**config.mk**
```make
export PLATFORM = sky130hd
export DESIGN_NAME = jpd_select
export DESIGN_NICKNAME = d
export VERILOG_FILES = /design/src/design/jpd_pkg.sv /design/src/design/jpd_select.sv
export SDC_FILE = /design/constraint.sdc
export NUM_CORES = 1
export LEC_CHECK = 0
export ABC_AREA = 1
export BUFFER_PORTS_ARGS = -buffer_cell sky130_fd_sc_hd__clkbuf_2
export CORE_AREA = 3 3 177 179
export CTS_BUF_LIST = sky130_fd_sc_hd__clkbuf_2 sky130_fd_sc_hd__clkbuf_4 sky130_fd_sc_hd__clkbuf_8
export DETAILED_ROUTE_END_ITERATION = 6
export DIE_AREA = 0 0 180 182
export GPL_ROUTABILITY_DRIVEN = 0
export PLACE_DENSITY_LB_ADDON = 0.3
export SETUP_SLACK_MARGIN = 0.3
export SLEW_MARGIN = 20
export SYNTH_ARGS = -nofsm -noshare
export SYNTH_HDL_FRONTEND = slang
export SYNTH_SLANG_ARGS = --single-unit
```
**constraint.sdc**
```tcl
create_clock -name clk -period 7.8 [get_ports clk]
set_clock_uncertainty 0.2 [all_clocks]
set_input_delay 1.17 -clock clk [delete_from_list [all_inputs] [get_ports clk]]
set_output_delay 1.17 -clock clk [all_outputs]
set_load 0.02 [all_outputs]
```
**src/design/jpd_pkg.sv**
```systemverilog
// Shared widths, codes and pipeline item types for the joint PD torque block.
// No dependencies; every other design file but the macro header refers to it by scoped names.
`default_nettype none

package jpd_pkg;

	// Field widths
	localparam int DATA_WIDTH  = 16;
	localparam int JOINT_COUNT = 3;
	localparam int JOINT_W     = 2;
	localparam int GAIN_W      = 16;
	localparam int LIM_W       = 16;
	localparam int POS_LIM_W   = 32;
	localparam int TRQ_LIM_W   = 48;
	localparam int CFG_IDX_W   = 3;
	localparam int CFG_W       = 48;

	// Arithmetic widths: errors, products, Q.20 accumulator, rounded torque
	localparam int ERR_W   = DATA_WIDTH + 1;
	localparam int PROD_W  = ERR_W + GAIN_W + 1;
	localparam int VEL_SH  = 4;
	localparam int RND_SH  = 12;
	localparam int ACC_W   = PROD_W + VEL_SH + 2;
	localparam int T_W     = ACC_W - RND_SH;

	// Stream packing: input tdata fields from the lowest bit up
	localparam int POS_LO   = 0;
	localparam int VEL_LO   = POS_LO + DATA_WIDTH;
	localparam int KP_LO    = VEL_LO + DATA_WIDTH;
	localparam int KD_LO    = KP_LO + GAIN_W;
	localparam int QDES_LO  = KD_LO + GAIN_W;
	localparam int VDES_LO  = QDES_LO + DATA_WIDTH;
	localparam int FF_LO    = VDES_LO + DATA_WIDTH;
	localparam int S_BITS   = FF_LO + DATA_WIDTH;
	localparam int S_DATA_W = ((S_BITS + 7) / 8) * 8;
	localparam int S_USER_W = JOINT_W + 2;
	localparam int EN_BIT   = JOINT_W;
	localparam int WEAK_BIT = JOINT_W + 1;
	localparam int M_DATA_W = ((DATA_WIDTH + 7) / 8) * 8;

	// Joint codes
	localparam logic [JOINT_W-1:0] JOINT_ABAD = JOINT_W'(0);
	localparam logic [JOINT_W-1:0] JOINT_HIP  = JOINT_W'(1);
	localparam logic [JOINT_W-1:0] JOINT_KNEE = JOINT_W'(2);

	// Register indexes
	localparam logic [CFG_IDX_W-1:0] REG_SS_STIFF = CFG_IDX_W'(0);
	localparam logic [CFG_IDX_W-1:0] REG_SS_DAMP  = CFG_IDX_W'(1);
	localparam logic [CFG_IDX_W-1:0] REG_UPPER    = CFG_IDX_W'(2);
	localparam logic [CFG_IDX_W-1:0] REG_LOWER    = CFG_IDX_W'(3);
	localparam logic [CFG_IDX_W-1:0] REG_MAX_LIM  = CFG_IDX_W'(4);
	localparam logic [CFG_IDX_W-1:0] REG_WEAK_LIM = CFG_IDX_W'(5);
	localparam logic [CFG_IDX_W-1:0] REG_DIS_LIM  = CFG_IDX_W'(6);

	// Register reset values
	localparam logic [GAIN_W-1:0]    RST_SS_STIFF = 16'd25600;
	localparam logic [GAIN_W-1:0]    RST_SS_DAMP  = 16'd102;
	localparam logic [POS_LIM_W-1:0] RST_UPPER    = 32'd1342183424;
	localparam logic [POS_LIM_W-1:0] RST_LOWER    = 32'd2952849408;
	localparam logic [TRQ_LIM_W-1:0] RST_MAX_LIM  = 48'd28587587539200;
	localparam logic [TRQ_LIM_W-1:0] RST_WEAK_LIM = 48'd6597170431488;
	localparam logic [TRQ_LIM_W-1:0] RST_DIS_LIM  = 48'd0;

	typedef struct packed {
		logic [GAIN_W-1:0]    ss_stiff;
		logic [GAIN_W-1:0]    ss_damp;
		logic [POS_LIM_W-1:0] upper;
		logic [POS_LIM_W-1:0] lower;
		logic [TRQ_LIM_W-1:0] max_lim;
		logic [TRQ_LIM_W-1:0] weak_lim;
		logic [TRQ_LIM_W-1:0] dis_lim;
	} cfg_t;

	typedef struct packed {
		logic [JOINT_W-1:0]           joint;
		logic signed [DATA_WIDTH-1:0] position;
		logic signed [DATA_WIDTH-1:0] velocity;
		logic [GAIN_W-1:0]            stiffness;
		logic [GAIN_W-1:0]            damping;
		logic signed [DATA_WIDTH-1:0] target_position;
		logic signed [DATA_WIDTH-1:0] target_velocity;
		logic signed [DATA_WIDTH-1:0] feedforward;
		logic                         enable;
		logic                         weak_mode;
	} cmd_t;

	// After law and limit selection
	typedef struct packed {
		logic [JOINT_W-1:0]           joint;
		logic                         bad;
		logic [GAIN_W-1:0]            kpos;
		logic signed [ERR_W-1:0]      perr;
		logic [GAIN_W-1:0]            kvel;
		logic signed [ERR_W-1:0]      verr;
		logic signed [DATA_WIDTH-1:0] ff;
		logic signed [LIM_W-1:0]      lim;
	} sel_t;

	// After the two multiplies
	typedef struct packed {
		logic [JOINT_W-1:0]           joint;
		logic                         bad;
		logic signed [PROD_W-1:0]     ppos;
		logic signed [PROD_W-1:0]     pvel;
		logic signed [DATA_WIDTH-1:0] ff;
		logic signed [LIM_W-1:0]      lim;
	} prod_t;

	// After summing and rounding
	typedef struct packed {
		logic [JOINT_W-1:0]      joint;
		logic                    bad;
		logic signed [T_W-1:0]   t;
		logic signed [LIM_W-1:0] lim;
	} sum_t;

	typedef struct packed {
		logic [JOINT_W-1:0]           joint;
		logic signed [DATA_WIDTH-1:0] torque;
	} res_t;

endpackage

`default_nettype wire

```
**src/design/jpd_select.sv**
```systemverilog
// Stage 1: soft-stop test, control law operand selection and torque limit pick.
// Depends on jpd_pkg for the command and stage item types.
`default_nettype none

module jpd_select (
	input  wire logic     clk,
	input  wire logic     arst_n,
	input  jpd_pkg::cfg_t cfg,
	input  wire logic     in_valid,
	output logic          in_ready,
	input  jpd_pkg::cmd_t in_data,
	output logic          out_valid,
	input  wire logic     out_ready,
	output jpd_pkg::sel_t out_data
);

	logic                              v_s1;
	jpd_pkg::sel_t                     d_s1;
	jpd_pkg::sel_t                     nxt;
	logic signed [jpd_pkg::LIM_W-1:0]  up_lim;
	logic signed [jpd_pkg::LIM_W-1:0]  lo_lim;
	logic signed [jpd_pkg::ERR_W-1:0]  q_x;
	logic signed [jpd_pkg::ERR_W-1:0]  up_x;
	logic signed [jpd_pkg::ERR_W-1:0]  lo_x;
	logic signed [jpd_pkg::ERR_W-1:0]  tgt_x;
	logic signed [jpd_pkg::ERR_W-1:0]  vtgt_x;
	logic                              has_stop;
	logic                              above;
	logic                              below;
	logic                              stop_law;
	logic [jpd_pkg::TRQ_LIM_W-1:0]     lims;

	// Pick the position limits of abad or hip
	always_comb begin
		up_lim   = in_data.joint[0] ? cfg.upper[31:16] : cfg.upper[15:0];
		lo_lim   = in_data.joint[0] ? cfg.lower[31:16] : cfg.lower[15:0];
		q_x      = jpd_pkg::ERR_W'(in_data.position);
		up_x     = jpd_pkg::ERR_W'(up_lim);
		lo_x     = jpd_pkg::ERR_W'(lo_lim);
		has_stop = (in_data.joint == jpd_pkg::JOINT_ABAD) ||
			(in_data.joint == jpd_pkg::JOINT_HIP);
		above    = has_stop && (q_x > up_x);
		below    = has_stop && !above && (q_x < lo_x);
		stop_law = above || below;
	end

	// Select gains, errors and the torque limit for the law in force
	always_comb begin
		tgt_x  = above ? up_x : (below ? lo_x : jpd_pkg::ERR_W'(in_data.target_position));
		vtgt_x = stop_law ? '0 : jpd_pkg::ERR_W'(in_data.target_velocity);
		lims   = in_data.enable ? (in_data.weak_mode ? cfg.weak_lim : cfg.max_lim)
			: cfg.dis_lim;

		nxt.joint = in_data.joint;
		nxt.bad   = !(in_data.joint < jpd_pkg::JOINT_W'(jpd_pkg::JOINT_COUNT));
		nxt.kpos  = stop_law ? cfg.ss_stiff : in_data.stiffness;
		nxt.kvel  = stop_law ? cfg.ss_damp : in_data.damping;
		nxt.perr  = tgt_x - q_x;
		nxt.verr  = vtgt_x - jpd_pkg::ERR_W'(in_data.velocity);
		nxt.ff    = in_data.feedforward;
		case (in_data.joint)
			jpd_pkg::JOINT_ABAD: nxt.lim = lims[15:0];
			jpd_pkg::JOINT_HIP:  nxt.lim = lims[31:16];
			jpd_pkg::JOINT_KNEE: nxt.lim = lims[47:32];
			default:             nxt.lim = '0;
		endcase
	end

	assign in_ready = !v_s1 || out_ready;

	// Advance the valid bit whenever the stage can move
	always_ff @(posedge clk or negedge arst_n) begin
		if (!arst_n) begin
			v_s1 <= 1'b0;
		end else if (in_ready) begin
			v_s1 <= in_valid;
		end
	end

	// Load the payload on an accepted item
	always_ff @(posedge clk) begin
		if (in_ready && in_valid) begin
			d_s1 <= nxt;
		end
	end

	assign out_valid = v_s1;
	assign out_data  = d_s1;

endmodule

`default_nettype wire

```
# Word level (Yosys, flattened, before mapping)
# Cells that the tools add are included.
# word_totals
reg_bits	102
in_bits	360
output_inout_bits	103
word_cells	37
# classes
addsub	2
n_lt_le_gt_ge	3
eq_ne	2
mux	10
n_reduce_logical	11
# op_table
op	count
two-way mux 48 bit	2
two-way mux 16 bit	4
two-way mux 17 bit	3
case mux 16 bit (3 select lines)	1
subtractor 17 x 16 -> 17 bit	2
greater-than comparator 16 bit	1
< comparator 16 bit	1
logical AND 1 bit	4
logical NOT 1 bit	3
logical OR 1 bit	3
equality test 2 x 1 -> 1 bit (second input constant)	1
equality test 2 bit (second input constant)	1
logical NOT 2 bit	1
< comparator 2 bit (second input constant)	1

# Longest topological paths before layout
# Gate-level depths: netlist of run 1.
# depth
depth_word	9
ltp_mapped	36
ltp_nobuf	33

# Worst setup path before layout of run 1
# No wires, ideal clock.
# synth_path
path_type	input-to-reg
startpoint	in in_valid
endpoint	reg d_s1, in the netlist out_data[0] (enable)
setup_time_ns	0.594
t_arrival_ns	6.086
required_time_ns	7.006
setup_slack_ns	0.920
stages	2
path_buffers	0
cell_sequence	inv_1 -> a21oi_1
# synth_via
elab_chain_len	1
# synth_rtl
item	line	source
from (decl)	jpd_select.sv:9	input wire logic in_valid,
logical AND 1 bit	jpd_select.sv:82	if (in_ready && in_valid) begin
to (signal assigned)	jpd_select.sv:83	d_s1 <= nxt;
to (decl)	jpd_select.sv:18	jpd_pkg::sel_t d_s1;
# Every way passes these cells.
# A chain may end at the register's enable or synchronous reset.

==> flow_summary.yaml, run 1 <==
run_status:
  status: "finished, final reports clean"
clock_tree:
  ctsHoldBuffers: 0
  clkSinkCount: 102
  cts_inserted_buffers: 9
  cts-root-buf: "clkbuf_8"
  postCtsSetupBuffers: 0
  post_cts_resize_count: 0
  worst_skew_pair.late_latency_ns: 0.37
  path_clk_slew_ns: 0.12
  htreeDepth: 3
  cts_tree: "yes"
  cts_buffer_depth: 2
worst_setup_path:
  path_common_cell: "nand2_1"
  criticalPathCategory: "in2reg"
  crit_path_max_fanout: 34
  crit_chain: "clkbuf_2, buf_4, o21ai_0, ha_1, a21oi_1, nor2_1, a211oi_1, nand2_1, nand2_2, nand3_2, nand3_4, nand2_4, inv_2, nand2_1, ha_1, fa_1, nor4_1, nor2_1, o21ai_0, nand2_1, a31oi_1, nand2_1, nand3_1, nand2_1"
  start_kind: "input pin"
  cp.required_ns: 7.75
  cp_slowest_cell: "fa_1"
  critPathArrivalTime_ns: 6.08
  crit_path_max_incr_delay_ns: 0.42
  end_kind: "flip-flop"
timing:
  relSlewSlack_pct: 49.32
  drv_slew: 0
  min_period_over_period_pct: 78.51
  holdWs_ns: 0.3469
  final.setup.tns_ns: 0
  hold_violations: 0
  finalSetupViolCount: 0
  worst_pin_slew_ns: 0.7602
  fmax_mhz: 163.3
  rsz0062_at_grt: "false"
  fin_crit_ns: 6.124
detailed_routing:
  dr.pass1.iters: 4
  drtIter0Drc: 427
  vias_per_cell: 4.590
  vias: 8234
  wirelength_um: 29590
  wl_per_cell_um: 16.49
  drc: 0
  ant_nets: 0
synthesis:
  avgSynthCellArea_um2: 8.182
  synth_commonest_cells: "297 x nand2_1, 115 x inv_1, 101 x edfxtp_1"
  syn_inst: 961
  ys_seq_area_share_pct: 38.89
  netlist.area_leader.share_pct: 38.57
  synth_edf_count: 101
  synth_cell_types: 43
  synth_area_um2: 7863
  synth_top_area_cell: "edfxtp_1"
  synthTopCellsByArea: "edfxtp_1 39%, nand2_1 14%, ha_1 10%, inv_1 5.5%, a21oi_1 3.8%"
  synth_ff_type: "edfxtp_1"
  synthArstFlopShare_pct: 0.9804
  syn_nets: 1386
  ys_seq_elements: 102
  yosys_warnings: 0
  post-synth-top-count-cell: "nand2_1"
layout:
  drive_gt1_share_pct: 37.75
  antenna_cells: 0
  nets: 1825
  area_growth_syn_to_layout_pct: 36.47
floorplan:
  ios: 463
  row_count: 63
  die_width_um: 180
  die_y_um: 182
  fp.coreArea_um2: 29720
  die-area_um2: 32760
  start_util_pct: 26.46
global_route:
  grt_overflow: 0
  grt_pass1_wl_um: 44570
  grt_antenna_before_repair: 0
  grt_max_degree: 53
  globalRouteTotalUtil_pct: 17.05
  grt_pass1_vias: 8176
run:
  cap_violations: 0
power_and_ir_drop:
  p_leak_nw: 5.764
  p_per_area_nw_per_um2: 171.3
  ir_worst_vdd_v: 0.0001070
place:
  port_buffers: 462
  dp_hpwl_um: 24760
hold_path:
  min_path_type: "in2async"
-- where the power goes --
group,switching [mW],internal (mW)
logic,0.489,0.293
clock network,0.212,0.121
registers,0.0179,0.705
total,0.719,1.12
-- metal layers --
| metal | GRT usage (%) | part of all wire [%] | vias to the layer above |
|---|---|---|---|
| met5 | 0 | 0 | - |
| met4 | 4.115 | 1.6 | 0 |
| met3 | 3.466 | 6.3 | 27 |
| met2 | 28.37 | 47 | 318 |
| met1 | 22.80 | 45 | 3729 |
| li1 | - | - | 4160 |
-- sequential cells by signal, indices dropped and copies added, names as in the netlist --
| name | flops |
|---|---|
| out_data | 101 |
| out_valid | 1 |
-- logic make-up (layout without fill, tap and decap cells) --
logic type,after synthesis,count (layout),synth area share [%]
compound gates,183,183,15.39
flops,102,102,38.89
xor+xnor,27,27,3.008
mux,15,15,1.910
fa+ha+maj,65,65,10.53
buf+inv,160,603,8.450
simple gates,409,409,21.82
-- metrics by stage --
stage	cells	instance area, µm²	util [%]	setup slack (ns)	total power, mW
2_1_floorplan	961	7863	-	0.9202	1.253
3_3_place_gp	1777	10510	35.37	1.348	1.517
3_5_place_dp	1777	10510	35.37	1.205	1.526
4_1_cts	1792	10690	35.97	1.655	1.875
5_1_grt	1794	10730	36.11	1.135	1.988
6_report	1794	10730	36.11	1.677	1.839
-- final cells by class --
class                           instances  area, µm²
Clock buffer                            9      123.9
Clock inverter                          6      55.05
Fill cell                            3158      18990
Inverter                              119      446.7
Multi-Input combinational cell        699       4169
Sequential cell                       102       3058
Tap cell                              390      488.0
Timing Repair Buffer                  469       2390
-- path summary, 6_finish.rpt --
path / startpoint / endpoint / slack (ns) / cells past startpoint
setup / recovery: in_data[114] / out_data[46] / 1.68 / 24
hold / removal: arst_n / out_valid / 0.35 / 1
setup reg to reg: out_valid / out_data[17] / 5.36 / 3
hold reg to reg: out_valid / out_valid / 0.40 / 2
max in group asynchronous: arst_n / out_valid / 6.97 / 1
min in group clk: out_valid / out_valid / 0.40 / 2
-- cell usage in the layout, fill, tap and decap left out, drive strengths merged, types with 3 or more instances in the layout --
cell / instances
a211oi: 16
a21o: 19
a21oi: 59
a221oi: 33
a31o: 15
a31oi: 3
buf: 7
clkbuf: 471
edfxtp: 101
ha: 63
inv: 121
mux2i: 15
nand2: 301
nand3: 32
nand4: 16
nor2: 37
nor3: 5
o21ai: 30
o31ai: 4
or2: 15
xnor2: 4
xor2: 23
-- worst max-delay path, delay by kind of cell --
kind | cells | cell delay (ns)
buf+inv | 3 | 0.99
simple gates | 13 | 1.75
fa+ha+maj | 3 | 0.98
compound gates | 5 | 1.14
(Power assumes the default switching activity.)
==> run 2, diff against run 1 <==
Clock period 7.8 ns to 5.94 ns, I/O delays scaled along.
==> flow_summary.yaml, run 2 (synthesis results as in run 1) <==
layout:
  largest_reg_flops: 101
  drive_gt1_share_pct: 38.15
  nets: 1833
  area_growth_syn_to_layout_pct: 37.78
  final_common_cell: "clkbuf_2"
  final_cell_mix: "462 x clkbuf_2, 297 x nand2_1, 115 x inv_1, 101 x edfxtp_1, 63 x ha_1"
  antenna_cells: 0
clock_tree:
  cts_buffer_depth: 2
  cts-root-buf: "clkbuf_8"
  path_clk_slew_ns: 0.12
  cts_inserted_buffers: 9
  clkSinkCount: 102
  ctsHoldBuffers: 0
  worst_skew_pair.late_latency_ns: 0.37
  htreeDepth: 3
  cts_tree: "yes"
power_and_ir_drop:
  power_switching_mw: 0.9666
  p_leak_nw: 5.822
  report.power.total_mw: 2.455
  ir_worst_vdd_v: 0.00008518
  p_int_mw: 1.489
  p_seq_share_pct: 38.7
  p_per_area_nw_per_um2: 226.6
  combPwrFrac_pct: 42.7
  clock_power_share_pct: 18.6
  swShare_pct: 39.37
run:
  cap_violations: 0
worst_setup_path:
  critPathArrivalTime_ns: 5.07
  start_kind: "input pin"
  crit_path_max_incr_delay_ns: 0.40
  end_kind: "flip-flop"
  cp.required_ns: 5.85
  path_common_cell: "nand2_1"
  cp_slowest_cell: "fa_1"
  crit_path_max_fanout: 18
  criticalPathCategory: "in2reg"
floorplan:
  die-area_um2: 32760
  start_util_pct: 26.46
  fp.coreArea_um2: 29720
  die_width_um: 180
  die_y_um: 182
  ios: 463
  row_count: 63
detailed_routing:
  drc: 0
  ant_nets: 0
  drtIter0Drc: 447
  dr.pass1.iters: 5
  vias: 8316
  wl_per_cell_um: 16.70
  wirelength_um: 30120
  vias_per_cell: 4.612
timing:
  worst_pin_slew_ns: 0.7389
  hold_violations: 0
  relSlewSlack_pct: 50.74
  min_period_over_period_pct: 86.86
  finalSetupViolCount: 0
  final.setup.tns_ns: 0
  fmax_mhz: 193.8
  drv_slew: 0
  rsz0062_at_grt: "false"
  fin_crit_ns: 5.160
global_route:
  grt_antenna_before_repair: 0
  grt_max_degree: 102
  grt_overflow: 0
  grt_pass1_vias: 8272
  globalRouteTotalUtil_pct: 17.32
  grt_pass1_wl_um: 45340
run_status:
  status: "finished, final reports clean"
place:
  port_buffers: 462
  dp_hpwl_um: 24820
hold_path:
  min_path_type: "in2async"
==> run 2: path summary, 6_finish.rpt <==
path	depth (start not counted)	slack (ns)	to	start
max	30	0.78	out_data[75]	in_data[114]
min	1	0.07	out_valid	arst_n
max reg2reg	2	4.22	out_data[99]	out_valid
min reg2reg	2	0.41	out_valid	out_valid
max in group asynchronous	1	5.39	out_valid	arst_n
min in group clk	2	0.41	out_valid	out_valid
==> run 2: power groups by stage <==
stage | logic [mW] | clock network, mW | registers, mW
after floorplan | 0.562 | 0 | 1.08
after global placement | 1.04 | 0 | 0.968
after detailed placement | 1.05 | 0 | 0.969
after CTS | 1.05 | 0.486 | 0.952
after global routing | 1.18 | 0.507 | 0.960
final | 1.05 | 0.457 | 0.950
==> run 2: stage by stage <==
| stage | cell area, µm² | hold WS [ns] | util (%) | instances | setup slack (ns) |
|---|---|---|---|---|---|
| 3_3_place_gp | 10570 | 0.3654 | 35.58 | 1782 | 0.2449 |
| 6_report | 10830 | 0.06507 | 36.45 | 1803 | 0.7804 |
| 3_5_place_dp | 10570 | 0.3899 | 35.58 | 1782 | 0.005500 |
| 5_1_grt | 10830 | 0.02534 | 36.45 | 1803 | 0.3506 |
| 2_1_floorplan | 7866 | 0.3954 | - | 961 | 0.3778 |
| 4_1_cts | 10760 | 0.02998 | 36.22 | 1798 | 0.4556 |
==> run 2: routing by layer <==
layer | part of all wire, % | wire [µm] | vias up | track usage, %
met5 | 0 | 0 | - | 0
met1 | 44 | 13380 | 3753 | 23.10
met3 | 6.3 | 1896 | 33 | 3.345
met4 | 1.9 | 569 | 0 | 4.641
li1 | - | - | 4184 | -
met2 | 47 | 14280 | 346 | 28.79
==> run 2: layout make-up <==
| type | count | area [µm²] |
|---|---|---|
| Multi-Input combinational cell | 699 | 4173 |
| Tap cell | 390 | 488.0 |
| Sequential cell | 102 | 3058 |
| Fill cell | 3217 | 18880 |
| Inverter | 119 | 446.7 |
| Clock buffer | 9 | 123.9 |
| Timing Repair Buffer | 477 | 2479 |
| Clock inverter | 7 | 65.06 |
==> run 2: worst max-delay path: cells and delay by family <==
family / cells / cell delay, ns
buffers and inverters: 4 / 0.60
adder cells (fa/ha/maj): 3 / 0.90
AO/OA/AOI/OAI: 5 / 0.81
XOR/XNOR: 1 / 0.17
AND/OR/NAND/NOR: 17 / 1.69
==> run 2: what timing repair did <==
item                                    in CTS  in global routing
buffers inserted                             0                  3
endpoints found under the setup margin       0                  7
gates resized for setup                      0                  5
==> run 3, diff against run 2 <==
Settings changed: ABC_AREA 1 to not set, CORE_AREA 3 3 177 179 to 3 3 181 183, DIE_AREA 0 0 180 182 to 0 0 184 186, PLACE_DENSITY set to 0.61, PLACE_DENSITY_LB_ADDON 0.3 to not set.
==> flow_summary.yaml, run 3 <==
run_status:
  status: "finished, final reports clean"
floorplan:
  die_y_um: 186
  fp.coreArea_um2: 31390
  die-area_um2: 34220
  start_util_pct: 24.81
  die_width_um: 184
  row_count: 65
  ios: 463
worst_setup_path:
  path_common_cell: "a21oi_1"
  cp_slowest_cell: "or4_1"
  cp.required_ns: 5.88
  end_kind: "flip-flop"
  start_kind: "input pin"
  crit_path_max_fanout: 15
  critPathArrivalTime_ns: 5.24
  criticalPathCategory: "in2reg"
  crit_family: "compound AO/OA/AOI/OAI gates"
  critPathBufInv: 4
  crit_chain: "buf_6, buf_4, mux2_2, inv_1, ha_1, a21o_1, a21oi_1, o211a_1, o211ai_2, a221o_1, buf_4, o22ai_1, a21oi_1, ha_1, a211oi_1, a21oi_1, or4_1, a21oi_4, a21oi_1, o21ai_0, a31oi_1"
  crit_path_max_incr_delay_ns: 0.53
synthesis:
  ys_seq_area_share_pct: 39.27
  synth_top_area_cell: "edfxtp_1"
  yosys_warnings: 0
  synth_edf_count: 101
  syn_inst: 778
  synthTopCellsByArea: "edfxtp_1 39%, ha_1 10%, mux2_2 6.5%, mux2i_1 6.0%, o21ai_0 4.9%"
  syn_nets: 1203
  synthArstFlopShare_pct: 0.9804
  post-synth-top-count-cell: "edfxtp_1"
  synth_commonest_cells: "101 x edfxtp_1, 77 x o21ai_0, 63 x ha_1"
  avgSynthCellArea_um2: 10.01
  netlist.area_leader.share_pct: 38.95
  synth_area_um2: 7787
  ys_seq_elements: 102
  synth_ff_type: "edfxtp_1"
  synth_cell_types: 59
power_and_ir_drop:
  p_per_area_nw_per_um2: 223.0
  report.power.total_mw: 2.401
  ir_worst_vdd_v: 0.0001009
  p_leak_nw: 5.236
global_route:
  grt_overflow: 0
  grt_util_met3_pct: 2.482
  gr-usage-met1_pct: 19.53
  grt_antenna_before_repair: 2
  globalRouteTotalUtil_pct: 16.25
  use_met2_pct: 29.80
  grt_pass1_wl_um: 42280
  grt_max_degree: 64
  grt_pass1_vias: 7449
  grt_most_used_layer: "met2"
detailed_routing:
  vias: 7650
  wl_per_cell_um: 18.66
  dr.pass1.iters: 5
  vias_per_cell: 4.685
  ant_nets: 0
  wirelength_um: 30470
  drc: 0
  drtIter0Drc: 356
clock_tree:
  path_clk_slew_ns: 0.13
  worst_skew_pair.late_latency_ns: 0.38
  cts_inserted_buffers: 9
  htreeDepth: 3
  clkSinkCount: 102
  cts-root-buf: "clkbuf_8"
  cts_tree: "yes"
  cts_buffer_depth: 2
run:
  cap_violations: 0
layout:
  area_growth_syn_to_layout_pct: 38.26
  fin_area_um2: 10770
  drive_gt1_share_pct: 45.16
  final_cell_mix: "461 x clkbuf_2, 101 x edfxtp_1, 77 x o21ai_0, 63 x ha_1, 58 x a21oi_1"
  nets: 1649
  fin_util_pct: 34.30
  final_common_cell: "clkbuf_2"
  largest_reg_flops: 101
  layoutNonFillerInstCount: 1633
  n_fill_cell: 3331
place:
  dp_hpwl_um: 25420
  dpl-instance-area_um2: 10540
  port_buffers: 462
  post-place-ws_ns: 0.1418
  dpl.cell_count: 1615
timing:
  drv_slew: 0
  holdWs_ns: 0.07206
  fin_crit_ns: 5.302
  finalSetupViolCount: 0
  min_period_over_period_pct: 89.26
  rsz0062_at_grt: "false"
  relSlewSlack_pct: 42.02
  fmax_mhz: 188.6
  fin_ws_ns: 0.6378
  hold_violations: 0
  worst_pin_slew_ns: 0.8697
  final.setup.tns_ns: 0
hold_path:
  min_path_type: "in2async"
[run 3: cells by family after synthesis]
| logic type | share of synthesized area (%) |
|---|---|
| XOR/XNOR | 2.587 |
| adder cells (fa/ha/maj) | 10.64 |
| AO/OA/AOI/OAI | 19.10 |
| multiplexers | 13.32 |
| flip-flops | 39.27 |
| AND/OR/NAND/NOR | 10.09 |
| buffers and inverters | 4.997 |
[run 3: power breakdown]
part | leakage (nW) | internal [mW] | total (mW) | switching (mW)
Clock | 0.104 | 0.172 | 0.484 | 0.312
Combinational | 4.16 | 0.423 | 0.985 | 0.562
Sequential | 0.974 | 0.910 | 0.933 | 0.0231
Total | 5.24 | 1.50 | 2.40 | 0.897
[run 3: final timing paths]
check,startpoint,to,slack (ns),cells past startpoint
min,arst_n,out_valid,0.07,1
min reg2reg,out_valid,out_valid,0.37,2
max,in_data[114],out_data[79],0.64,21
min in group clk,out_valid,out_valid,0.37,2
max reg2reg,out_valid,out_data[31],3.44,3
max in group asynchronous,arst_n,out_valid,5.36,1
[run 3: worst reg2reg max path: stages, from the launching register on]
cell	delay, ns
dfrtp_1	0.40
nand2b_1	0.12
and2_4	0.69
buf_4	0.69
[run 3: routing by layer]
| metal | up-vias | wire (µm) |
|---|---|---|
| li1 | 3777 | - |
| met1 | 3566 | 12510 |
| met2 | 283 | 15720 |
| met3 | 24 | 1596 |
| met4 | 0 | 637 |
| met5 | - | 0 |
[run 3: repair_timing]
action	in CTS	in global routing
gates resized for setup	0	3
hold buffers	0	0
endpoints found under the setup margin	0	1
buffers inserted	0	0
[run 3: area by class of cell]
class,instances,area [µm²],area share (%)
multi-input combinational,581,4368,40.57
sequential,102,3058,28.40
clock inverter,7,81.33,0.7554
clock buffer,9,123.9,1.150
inverter,57,214.0,1.987
tap,402,503.0,4.672
antenna,2,5.005,0.04648
timing repair buffer,473,2414,22.42
